## src/rtl/pewt_pkg.sv

```systemverilog
// ----------------------------------------------------------------------------
// pewt_pkg
// Shared types and constants for the pps edge window tracker.
// ----------------------------------------------------------------------------
`default_nettype none

package pewt_pkg;

	localparam int unsigned NS_PER_SEC = 1000000000;
	localparam int unsigned NS_PER_US  = 1000;

	localparam int unsigned CFG_IDX_W  = 2;
	localparam int unsigned CFG_DATA_W = 17;

	// register indexes of the configuration port
	localparam logic [CFG_IDX_W-1:0] REG_CAPTURE_LEVEL    = 2'd0;
	localparam logic [CFG_IDX_W-1:0] REG_POLL_INTERVAL_US = 2'd1;
	localparam logic [CFG_IDX_W-1:0] REG_WAIT_MARGIN_US   = 2'd2;
	localparam logic [CFG_IDX_W-1:0] REG_READ_LIMIT       = 2'd3;

	localparam logic        RST_CAPTURE_LEVEL    = 1'b1;
	localparam logic [16:0] RST_POLL_INTERVAL_US = 17'd100;
	localparam logic [16:0] RST_WAIT_MARGIN_US   = 17'd15;
	localparam logic [15:0] RST_READ_LIMIT       = 16'd2000;

	localparam logic MODE_POLL = 1'b0;
	localparam logic MODE_WAIT = 1'b1;

	localparam int unsigned IN_TDATA_W  = 88;
	localparam int unsigned OUT_TDATA_W = 96;
	localparam int unsigned OUT_TUSER_W = 4;

	typedef struct packed {
		logic        capture_level;
		logic [16:0] poll_interval_us;
		logic [16:0] wait_margin_us;
		logic [15:0] read_limit;
	} cfg_t;

	typedef struct packed {
		logic        pin_level;
		logic [15:0] reads_before_capture;
		logic [63:0] stamp_ns;
	} in_item_t;

endpackage

`default_nettype wire

```

## src/rtl/pewt_cfg_regs.sv

```systemverilog
// ----------------------------------------------------------------------------
// pewt_cfg_regs
// Configuration register bank written through a plain write port.
// ----------------------------------------------------------------------------
`default_nettype none

module pewt_cfg_regs (
	input  wire logic                              clk,
	input  wire logic                              arst_n,
	input  wire logic                              cfg_we,
	input  wire logic [pewt_pkg::CFG_IDX_W-1:0]    cfg_idx,
	input  wire logic [pewt_pkg::CFG_DATA_W-1:0]   cfg_wdata,
	output pewt_pkg::cfg_t                         cfg
);
	import pewt_pkg::*;

	cfg_t cfg_q;

	always_ff @(posedge clk or negedge arst_n) begin
		if (!arst_n) begin
			cfg_q.capture_level    <= RST_CAPTURE_LEVEL;
			cfg_q.poll_interval_us <= RST_POLL_INTERVAL_US;
			cfg_q.wait_margin_us   <= RST_WAIT_MARGIN_US;
			cfg_q.read_limit       <= RST_READ_LIMIT;
		end else if (cfg_we) begin
			unique case (cfg_idx)
				REG_CAPTURE_LEVEL:    cfg_q.capture_level    <= cfg_wdata[0];
				REG_POLL_INTERVAL_US: cfg_q.poll_interval_us <= cfg_wdata[16:0];
				REG_WAIT_MARGIN_US:   cfg_q.wait_margin_us   <= cfg_wdata[16:0];
				REG_READ_LIMIT:       cfg_q.read_limit       <= cfg_wdata[15:0];
				default: ;
			endcase
		end
	end

	assign cfg = cfg_q;

endmodule

`default_nettype wire

```

## src/rtl/pewt_in_stage.sv

```systemverilog
// ----------------------------------------------------------------------------
// pewt_in_stage
// Input register: takes one transfer per cycle while the next stage moves.
// ----------------------------------------------------------------------------
`default_nettype none

module pewt_in_stage (
	input  wire logic                               clk,
	input  wire logic                               arst_n,
	input  wire logic                               s_tvalid,
	output logic                                    s_tready,
	input  wire logic [pewt_pkg::IN_TDATA_W-1:0]    s_tdata,
	input  wire logic                               advance,
	output logic                                    valid_s1,
	output pewt_pkg::in_item_t                      item_s1
);
	import pewt_pkg::*;

	logic     valid_q;
	in_item_t item_q;
	logic     take;

	assign s_tready = !valid_q || advance;
	assign take     = s_tvalid && s_tready;

	always_ff @(posedge clk or negedge arst_n) begin
		if (!arst_n) begin
			valid_q <= 1'b0;
		end else if (s_tready) begin
			valid_q <= s_tvalid;
		end
	end

	// tdata: pin_level [0], reads_before_capture [16:1], stamp_ns [80:17]
	always_ff @(posedge clk) begin
		if (take) begin
			item_q.pin_level            <= s_tdata[0];
			item_q.reads_before_capture <= s_tdata[16:1];
			item_q.stamp_ns             <= s_tdata[80:17];
		end
	end

	assign valid_s1 = valid_q;
	assign item_s1  = item_q;

endmodule

`default_nettype wire

```

## src/rtl/pewt_step.sv

```systemverilog
// ----------------------------------------------------------------------------
// pewt_step
// Tracker state, next-delay arithmetic and the result register.
// ----------------------------------------------------------------------------
`default_nettype none

module pewt_step (
	input  wire logic                                clk,
	input  wire logic                                arst_n,
	input  wire pewt_pkg::cfg_t                      cfg,
	input  wire logic                                valid_s1,
	input  wire pewt_pkg::in_item_t                  item_s1,
	output logic                                     advance,
	output logic                                     m_tvalid,
	input  wire logic                                m_tready,
	output logic [pewt_pkg::OUT_TDATA_W-1:0]         m_tdata,
	output logic [pewt_pkg::OUT_TUSER_W-1:0]         m_tuser
);
	import pewt_pkg::*;

	logic        mode_q;
	logic        last_level_q;
	logic [63:0] last_stamp_q;
	logic        first_pending_q;

	logic        valid_s2;
	logic [31:0] delay_s2;
	logic [63:0] ev_stamp_s2;
	logic        ev_s2;
	logic        ev_edge_s2;
	logic        miss_s2;
	logic        mode_s2;

	logic        take;
	logic [26:0] poll_ns;
	logic [17:0] lead_us;
	logic [31:0] arm_delay;
	logic [31:0] first_delay;
	logic [26:0] margin_ns;
	logic [64:0] period_x;
	logic [63:0] period;
	logic [63:0] late_delay;
	logic [31:0] late_clamped;
	logic        hit;

	logic        mode_n;
	logic        last_level_n;
	logic        first_pending_n;
	logic        stamp_we;
	logic [31:0] delay_n;
	logic        ev_n;
	logic        miss_n;

	assign advance = !valid_s2 || m_tready;
	assign take    = valid_s1 && advance;

	assign poll_ns   = 27'(cfg.poll_interval_us) * 27'(NS_PER_US);
	assign lead_us   = 18'(cfg.poll_interval_us) + 18'(cfg.poll_interval_us >> 1);
	// lead stays below one second for every 17-bit interval, so no floor needed
	assign arm_delay = 32'(NS_PER_SEC) - (32'(lead_us) * 32'(NS_PER_US));
	assign first_delay = 32'(NS_PER_SEC)
		- (32'(cfg.poll_interval_us >> 1) * 32'(NS_PER_US));
	assign margin_ns = 27'(cfg.wait_margin_us) * 27'(NS_PER_US);

	// measured period, zero if the stamp went backwards
	assign period_x   = {1'b0, item_s1.stamp_ns} - {1'b0, last_stamp_q};
	assign period     = period_x[64] ? 64'd0 : period_x[63:0];
	assign late_delay = (period > 64'(margin_ns)) ? (period - 64'(margin_ns)) : 64'd0;
	assign late_clamped = (late_delay[63:32] != 32'd0) ? 32'hFFFF_FFFF : late_delay[31:0];

	assign hit = (item_s1.reads_before_capture != 16'd0)
		&& (item_s1.reads_before_capture < cfg.read_limit);

	always_comb begin
		mode_n          = mode_q;
		last_level_n    = last_level_q;
		first_pending_n = first_pending_q;
		stamp_we        = 1'b0;
		delay_n         = 32'(poll_ns);
		ev_n            = 1'b0;
		miss_n          = 1'b0;
		priority if (mode_q == MODE_POLL) begin
			if (item_s1.pin_level != last_level_q) begin
				last_level_n = item_s1.pin_level;
				if (item_s1.pin_level == cfg.capture_level) begin
					delay_n         = arm_delay;
					mode_n          = MODE_WAIT;
					first_pending_n = 1'b1;
				end
			end
		end else if (hit) begin
			delay_n         = first_pending_q ? first_delay : late_clamped;
			stamp_we        = 1'b1;
			first_pending_n = 1'b0;
			ev_n            = 1'b1;
		end else begin
			miss_n = 1'b1;
			mode_n = MODE_POLL;
		end
	end

	always_ff @(posedge clk or negedge arst_n) begin
		if (!arst_n) begin
			mode_q          <= MODE_POLL;
			last_level_q    <= 1'b0;
			last_stamp_q    <= 64'd0;
			first_pending_q <= 1'b1;
			valid_s2        <= 1'b0;
		end else begin
			if (advance) begin
				valid_s2 <= valid_s1;
			end
			if (take) begin
				mode_q          <= mode_n;
				last_level_q    <= last_level_n;
				first_pending_q <= first_pending_n;
				if (stamp_we) begin
					last_stamp_q <= item_s1.stamp_ns;
				end
			end
		end
	end

	always_ff @(posedge clk) begin
		if (take) begin
			delay_s2    <= delay_n;
			ev_s2       <= ev_n;
			ev_stamp_s2 <= ev_n ? item_s1.stamp_ns : 64'd0;
			ev_edge_s2  <= ev_n ? cfg.capture_level : 1'b0;
			miss_s2     <= miss_n;
			mode_s2     <= mode_n;
		end
	end

	assign m_tvalid = valid_s2;
	assign m_tdata  = {ev_stamp_s2, delay_s2};
	assign m_tuser  = {mode_s2, miss_s2, ev_edge_s2, ev_s2};

endmodule

`default_nettype wire

```

## src/rtl/pps_edge_window_tracker.sv

```systemverilog
// ----------------------------------------------------------------------------
// pps_edge_window_tracker
// Follows a one-pulse-per-second signal sampled at timer expiries.
// ----------------------------------------------------------------------------
//  channel   direction  content
//  s_axis    in         one timer expiry: level, wait-loop reads, stamp
//  m_axis    out        one result per expiry: next delay and event flags
//  cfg       in         register writes, index 0..3
//
//  A transfer can be taken every cycle while m_axis does not stall; its result
//  passes through the input register and then the result register before it
//  is valid on m_axis.
//  The tracker state is updated as an item moves into the result register.
//  A stall on m_axis holds both registers and drops s_axis_tready once the
//  input register is full. Reset clears tracker state and loads register defaults.
// ----------------------------------------------------------------------------
`default_nettype none

module pps_edge_window_tracker (
	input  wire logic                              clk,
	input  wire logic                              arst_n,
	input  wire logic                              s_axis_tvalid,
	output logic                                   s_axis_tready,
	// pin_level, reads_before_capture, stamp_ns, zero fill
	input  wire logic [pewt_pkg::IN_TDATA_W-1:0]   s_axis_tdata,
	output logic                                   m_axis_tvalid,
	input  wire logic                              m_axis_tready,
	// next_delay_ns, event_stamp_ns
	output logic [pewt_pkg::OUT_TDATA_W-1:0]       m_axis_tdata,
	// event_valid, event_edge, missed_pulse, mode_after
	output logic [pewt_pkg::OUT_TUSER_W-1:0]       m_axis_tuser,
	input  wire logic                              cfg_we,
	input  wire logic [pewt_pkg::CFG_IDX_W-1:0]    cfg_idx,
	input  wire logic [pewt_pkg::CFG_DATA_W-1:0]   cfg_wdata
);
	import pewt_pkg::*;

	cfg_t     cfg;
	logic     advance;
	logic     valid_s1;
	in_item_t item_s1;

	pewt_cfg_regs u_cfg (
		.clk       (clk),
		.arst_n    (arst_n),
		.cfg_we    (cfg_we),
		.cfg_idx   (cfg_idx),
		.cfg_wdata (cfg_wdata),
		.cfg       (cfg)
	);

	pewt_in_stage u_in (
		.clk      (clk),
		.arst_n   (arst_n),
		.s_tvalid (s_axis_tvalid),
		.s_tready (s_axis_tready),
		.s_tdata  (s_axis_tdata),
		.advance  (advance),
		.valid_s1 (valid_s1),
		.item_s1  (item_s1)
	);

	pewt_step u_step (
		.clk      (clk),
		.arst_n   (arst_n),
		.cfg      (cfg),
		.valid_s1 (valid_s1),
		.item_s1  (item_s1),
		.advance  (advance),
		.m_tvalid (m_axis_tvalid),
		.m_tready (m_axis_tready),
		.m_tdata  (m_axis_tdata),
		.m_tuser  (m_axis_tuser)
	);

endmodule

`default_nettype wire
```

## config.mk

```make
export PLATFORM = sky130hd
export DESIGN_NAME = pps_edge_window_tracker
export DESIGN_NICKNAME = d
export VERILOG_FILES = /design/src/rtl/pewt_pkg.sv /design/src/rtl/pewt_cfg_regs.sv /design/src/rtl/pewt_in_stage.sv /design/src/rtl/pewt_step.sv /design/src/rtl/pps_edge_window_tracker.sv
export SDC_FILE = /design/constraint.sdc
export NUM_CORES = 1
export LEC_CHECK = 0
export ABC_AREA = 1
export BUFFER_PORTS_ARGS = -buffer_cell sky130_fd_sc_hd__buf_2
export CORE_MARGIN = 10
export CORE_UTILIZATION = 40
export DETAILED_ROUTE_END_ITERATION = 10
export SETUP_SLACK_MARGIN = 0.4
export SLEW_MARGIN = 20
export SYNTH_ARGS = -nofsm -noshare
export SYNTH_HDL_FRONTEND = slang
export SYNTH_SLANG_ARGS = --single-unit
```

## constraint.sdc

```tcl
create_clock -name clk -period 9.03 [get_ports clk]
set_input_delay 1.806 -clock clk [delete_from_list [all_inputs] [get_ports clk]]
set_output_delay 1.806 -clock clk [all_outputs]
set_load 0.005 [all_outputs]
```

==> metrics.txt, run 1 <==
core region area 77600 µm²; clock latency at the later pin of the worst-skew pair 580 ps; number of maximum-capacitance constraint violations 0; aggregate global routing overflow 0; fraction of layout cells with a size suffix above 1 roughly 11%; Row Count 102; Post-Syn Area 31400 µm²; area grow syn2layout 11.9%; maximum cell stage delay along the critical path 570 ps; Hold/Removal Path Class flop to flop; antenna violations before repair 4; starting density of the core 40.5%; Net count, final 4983; primary flip-flop cell chosen by synthesis mapping sky130_fd_sc_hd__edfxtp_1; Sequential cell area 8460 µm²; Final Wtd Congestion 0.952; most frequent cells after synthesis sky130_fd_sc_hd__nand2_1, sky130_fd_sc_hd__inv_1, sky130_fd_sc_hd__nor2_1; Post-CTS Hold Fix Bufs 0; peak fanout along the critical path 5; nets in the synthesized netlist 4762; Routed wire per std cell 16.9 µm; setup repair after global routing missed its margin yes; type of element capturing the critical path flop; fin crit share 88.8%; part of the Yosys area used for sequential elements 26.9%; most frequent cell after synthesis sky130_fd_sc_hd__nand2_1; post-synthesis instance total 4176; Max Freq 0.125 GHz; Iteration-0 DRC Markers roughly 1.7k; half-perimeter wire length after placement 76600 µm; maximum number of pins on one net before global-route repair 85; Worst EP arrival 8330 ps; number of I/O port buffers 206; die boundary width 300 µm; critical path's most frequent cell sky130_fd_sc_hd__nand2_1; async set or reset register ratio after synthesis 39.9%; multi-input gate area in the final layout 19500 µm²; data required time of the critical path 9340 ps; number of buffers created by CTS 39; DRC violations left 0; transition time of the tightest slew-check pin ~1100 ps; number of detailed-routing iterations run before antenna repair 6; Worst Setup Start Kind flop; Synth Area per Inst 7.52 µm²; Fin. Hold Viols 0; Clock Tree Buf Depth 3; worst clock skew on the final layout 31.0 ps; Finish-stage setup viols 0; via count of the first global-routing pass approximately 27k; Post-synth EDFFs 181; area share of the leading cell type in the synthesized netlist between 10% and 20%; start-to-end type of the worst setup path flop to flop; global-route wire length before repair ~150000 µm; post-synth top area cell sky130_fd_sc_hd__edfxtp_1; final critical-path required period about 8000 ps; floorplan die area 90100 µm²; TritonCTS clock tree built; highest-delay cell along the critical path sky130_fd_sc_hd__fa_1; number of instances on the worst hold path 2; final WL approximately 92000 µm; outcome complete, no violations; clock root cell sky130_fd_sc_hd__clkbuf_16; Yosys reg bits between 300 and 400; clk sinks between 300 and 400; Filler cells 8109; number of top-level design ports 214; H-tree lvl count 2; overall routing resource usage approximately a fifth; Final Max Slew Viols 0; Vias/cell 4.91; remaining antenna violation count 0; R2R depth 32; top cells by area in the synthesized netlist sky130_fd_sc_hd__edfxtp_1, sky130_fd_sc_hd__nand2_1, sky130_fd_sc_hd__fa_1; antenna cell count 0; Yosys warning count 0; relative slew slack approximately 28%; final sum of negative setup slack 0 ps; Clock Pin Slew Worst Setup and Hold Paths 60 ps; DIE HEIGHT 300 µm; number of distinct standard cells referenced by the synthesized netlist 60; vias between 20k and 30k
-- worst paths after layout --
check,startpoint,end,slack [ps]
max reg2reg,u_cfg.cfg[35],u_step.delay_s2[27],1010
max,u_cfg.cfg[35],u_step.delay_s2[27],1010
max in group asynchronous,arst_n,u_step.last_stamp_q[27],6450
min in group asynchronous,arst_n,u_cfg.cfg[46],1180
min reg2reg,u_cfg.cfg[2],u_cfg.cfg[2],480
min,u_cfg.cfg[2],u_cfg.cfg[2],480
-- stage by stage --
step / std cells / utilization, % / setup WS [ps] / instance area (µm²) / hold slack [ps]
CTS: 5456 / 45.1 / 468 / 35000 / 487
global placement: 5385 / 43.3 / 585 / 33600 / 468
detailed placement: 5385 / 43.3 / 516 / 33600 / 472
floorplan: 4176 / - / 1710 / 31400 / 448
global route: 5467 / 45.3 / 388 / 35200 / 499
finish: 5467 / 45.3 / 1010 / 35200 / 483
-- state kept, by name, indices dropped and copies added, names as in the netlist --
register,count
u_step.delay_s2,32
u_in.valid_s1,1
u_step.ev_edge_s2,1
u_step.last_stamp_q,64
u_step.first_pending_q,1
u_step.last_level_q,1
u_step.ev_stamp_s2,64
u_step.mode_s2,1
u_step.m_tvalid,1
u_in.item_s1,81
u_step.ev_s2,1
u_step.mode_q,1
u_cfg.cfg,51
u_step.miss_s2,1
-- kinds of logic after synthesis --
| group | synth area share (%) |
|---|---|
| simple gates | 25.1 |
| xor+xnor | 4.13 |
| buf+inv | 11.2 |
| fa+ha+maj | 23.4 |
| compound gates | 9.14 |
| mux | 0.0717 |
| flops | 26.9 |
-- cell usage in the layout (no fill, tap or decap), types with 161 or more instances in the layout --
| master | count |
|---|---|
| sky130_fd_sc_hd__inv_1 | 811 |
| sky130_fd_sc_hd__nor2_1 | 326 |
| sky130_fd_sc_hd__nand2_1 | 1112 |
| sky130_fd_sc_hd__a21oi_1 | 198 |
| sky130_fd_sc_hd__edfxtp_1 | 181 |
| sky130_fd_sc_hd__ha_1 | 282 |
| sky130_fd_sc_hd__buf_2 | 205 |
| sky130_fd_sc_hd__o21ai_0 | 222 |
| sky130_fd_sc_hd__fa_1 | 189 |
| sky130_fd_sc_hd__nand3_1 | 161 |
-- cell type report --
type	instances	area share, %
Clock buffer	45	3.05
Clock inverter	26	0.854
Sequential cell	301	24.1
Tap cell	1040	3.70
Timing Repair Buffer	236	3.59
Inverter	857	9.17
Multi-Input combinational cell	2962	55.6
-- metal layers --
metal	vias to the layer above	routed length (µm)	global-route usage (%)
li1	13600	-	-
met4	0	2550	5.69
met1	12500	41100	26.5
met2	679	44000	35.0
met5	-	0	0
met3	116	4770	2.40
-- critical path: cells and delay by family, from the launching register on --
family                   cells  cell delay (ps)
AO/OA/AOI/OAI                7             1410
adder cells (fa/ha/maj)      6             2820
buffers and inverters        4              450
AND/OR/NAND/NOR             12             1540
flip-flops                   1              530
XOR/XNOR                     3             1000
-- what timing repair did --
item                       CTS  global route
hold endpoints to repair     0             0
gates resized for setup      0            21
setup buffers                0             9
setup endpoints to repair    0            32
Power of run 1 is not shown: default switching activity piles up to over one toggle a cycle in this logic, so the estimate is an artifact.
==> run 2, diff against run 1 <==
- ABC_AREA: 1 -> default
- CORE_UTILIZATION: 40 -> 28
- SLEW_MARGIN: 20 -> 15
==> metrics.txt, run 2 <==
critical path's most frequent cell sky130_fd_sc_hd__fa_1; Fin. Hold Viols 0 (unchanged); type of element capturing the critical path flop; Final Wtd Congestion 0.909 (-4.6%); data required time of the critical path 9320 ps (-20 ps); Yosys reg bits 301 (unchanged); number of detailed-routing iterations run before antenna repair 5 (-1); number of maximum-capacitance constraint violations 0 (unchanged); Routed wire per std cell 18.5 µm (+9.6%); final sum of negative setup slack 0 ps (unchanged); post-synth top area cell sky130_fd_sc_hd__edfxtp_1; worst clock skew on the final layout 25.3 ps (-5.75 ps); aggregate global routing overflow 0 (unchanged); number of distinct standard cells referenced by the synthesized netlist 99 (+65%); Filler cells 10.6k (+31%); die boundary width 342 µm (+14%); primary flip-flop cell chosen by synthesis mapping sky130_fd_sc_hd__edfxtp_1; Simple-Gate Fraction of Synth Area 13.5% (-12 points); GR met1 Demand/Resource 20.3% (-6.2 points); most frequent cell after synthesis sky130_fd_sc_hd__inv_1; number of I/O port buffers 206 (unchanged); Max Freq 0.117 GHz (-6.1%); area grow syn2layout 17.1%; main combinational cell family by area after synthesis adder cells; start-to-end type of the worst setup path flop to flop; Clock Pin Slew Worst Setup and Hold Paths 60 ps (about the same); utilization after layout 33.0% (-12 points); starting density of the core 28.1% (-12 points); half-perimeter wire length after placement 70300 µm (-8.2%); fin crit share 94.6% (+5.7 points); async set or reset register ratio after synthesis 39.9% (unchanged); Post-Syn Area 29000 µm² (-7.5%); maximum number of pins on one net before global-route repair 78 (-8.2%); synthesized-area fraction occupied by xor and xnor cells 5.85% (+1.7 points); via count of the first global-routing pass 23.4k (-12%); Final Max Slew Viols 0 (unchanged); TritonCTS clock tree built; Vias/cell 5.01 (+1.8%); Worst Setup Start Kind flop; Hold/Removal Path Class flop to flop; Finish-stage setup viols 0 (unchanged); DIE HEIGHT 342 µm (+14%); nets in the synthesized netlist 3637 (-24%); overall routing resource usage 14.5% (-5.8 points); Hold Path Origin u_in.valid_s1; busiest layer in global routing met2; core region area 103000 µm² (+33%); number of top-level design ports 214 (unchanged); Setup crit start u_cfg.cfg[17]; Clock Tree Buf Depth 3 (unchanged); vias 23.5k (-12%); global routing usage on met2 23.0% (-12 points); adder-cell share of the synthesized area 25.3% (+1.9 points); Yosys warning count 0 (unchanged); most frequent cells after synthesis sky130_fd_sc_hd__inv_1, sky130_fd_sc_hd__ha_1, sky130_fd_sc_hd__nand2_1; Worst EP arrival 8830 ps (+500 ps); Net count, final 3866 (-22%); Synth Area per Inst 9.52 µm² (+27%); final critical-path required period 8540 ps (+518 ps); top cells by area in the synthesized netlist sky130_fd_sc_hd__edfxtp_1, sky130_fd_sc_hd__fa_1, sky130_fd_sc_hd__ha_1; clk sinks 301 (unchanged); post-synthesis instance total 3051 (-27%); Synth Area in Compound Gates 18.0% (+8.9 points); number of buffers created by CTS 39 (unchanged); Worst R2R Start u_cfg.cfg[17]; worst hold slack across all endpoints 497 ps (+14.4 ps); DRC violations left 0 (unchanged); most frequent cells in the layout sky130_fd_sc_hd__inv_1, sky130_fd_sc_hd__ha_1, sky130_fd_sc_hd__nand2_1; floorplan die area 117000 µm² (+30%); antenna violations before repair 4 (unchanged); relative slew slack 25.3% (-3.0 points); outcome complete, no violations; fraction of layout cells with a size suffix above 1 16.9% (+5.6 points); Row Count 118 (+16%); flip-flop count of the largest register, all copies and words added 81 (unchanged); clock latency at the later pin of the worst-skew pair 590 ps (about the same); global-route wire length before repair 135000 µm (-7.2%); setup repair after global routing missed its margin yes; peak fanout along the critical path 8 (+3); transition time of the tightest slew-check pin 1120 ps (+45.0 ps); highest-delay cell along the critical path sky130_fd_sc_hd__dfstp_2; most frequent standard cell in the layout excluding fill and tap cells sky130_fd_sc_hd__inv_1; H-tree lvl count 2 (unchanged); maximum cell stage delay along the critical path 560 ps (about the same); final WL 87100 µm (-5.8%); Post-synth EDFFs 181 (unchanged); mux share of post-synthesis cell area 2.45% (+2.4 points); met3 routing resource usage after global routing 2.59% (+0.19 points); area share of the leading cell type in the synthesized netlist 18.7% (+1.4 points); clock root cell sky130_fd_sc_hd__clkbuf_16; part of the Yosys area used for sequential elements 29.1% (+2.2 points); Iteration-0 DRC Markers 1779 (+6.1%); remaining antenna violation count 0 (unchanged)
-- run 2: cell count changes after synthesis, moves of 49 or more --
cell,before,now
sky130_fd_sc_hd__inv_1,815,335
sky130_fd_sc_hd__nand3_1,162,45
sky130_fd_sc_hd__xnor2_1,68,125
sky130_fd_sc_hd__and3_1,0,81
sky130_fd_sc_hd__mux2_2,2,56
sky130_fd_sc_hd__a21o_1,17,66
sky130_fd_sc_hd__nor2_1,328,171
sky130_fd_sc_hd__nand2_1,1113,223
-- run 2: per-layer routing --
metal  routed length [µm]  share of wire [%]
met2                39200                 45
met5                    0                  0
met4                 2170                2.5
met3                 5320                6.1
met1                40400                 46
-- run 2: worst paths after layout --
check / end / slack (ps) / cells past startpoint
max in group asynchronous: u_cfg.cfg[34] / 6470 / 2
worst min-delay path: u_step.m_tvalid / 500 / 1
worst min register to register: u_step.m_tvalid / 500 / 1
min in group asynchronous: u_step.last_stamp_q[55] / 1200 / 1
worst max register to register: u_step.delay_s2[12] / 490 / 36
worst max-delay path: u_step.delay_s2[12] / 490 / 36
-- run 2: final cells by class --
| type | instances | area [µm²] | area share, % |
|---|---|---|---|
| flip-flops and latches | 301 | 8460 | 24.9 |
| clock inverters | 22 | 313 | 0.919 |
| clock buffers | 49 | 1080 | 3.19 |
| diodes | 8 | 20.0 | 0.0588 |
| well taps | 1380 | 1730 | 5.07 |
| multi-input cells | 2312 | 19400 | 57.1 |
| inverters | 335 | 1260 | 3.71 |
| repair buffers | 291 | 1740 | 5.12 |
-- run 2: cells by family after synthesis --
group,Yosys count
DFF,301
muxes,64
and+or+nand+nor,780
adders and majority gates,474
xor gates and xnor gates,194
buffers and inverters,438
AOI/OAI and AO/OA,800
-- run 2: worst max-delay path, delay by kind of cell (launching register included) --
kind	cells	cell delay, ps
flops	1	560
fa+ha+maj	6	2460
xor+xnor	1	250
simple gates	6	1160
compound gates	19	3560
buf+inv	4	260
-- run 2: per-stage QoR --
| step | cells | setup slack, ps | instance area [µm²] |
|---|---|---|---|
| floorplan | 3051 | 672 | 29000 |
| CTS | 4686 | 398 | 33600 |
| global placement | 4608 | -26.3 | 32000 |
| finish | 4698 | 491 | 34000 |
| detailed placement | 4608 | 10.8 | 32000 |
| global route | 4691 | 113 | 34000 |
-- run 2: timing repair --
action / in CTS / in global routing
resized for setup: 36 / 88
hold buffers: 0 / 0
pin swaps: 22 / 65
setup endpoints to repair: 32 / 32
setup buffers: 6 / 4
gates cloned: 1 / 0
Power of run 2 is left out for the same reason.
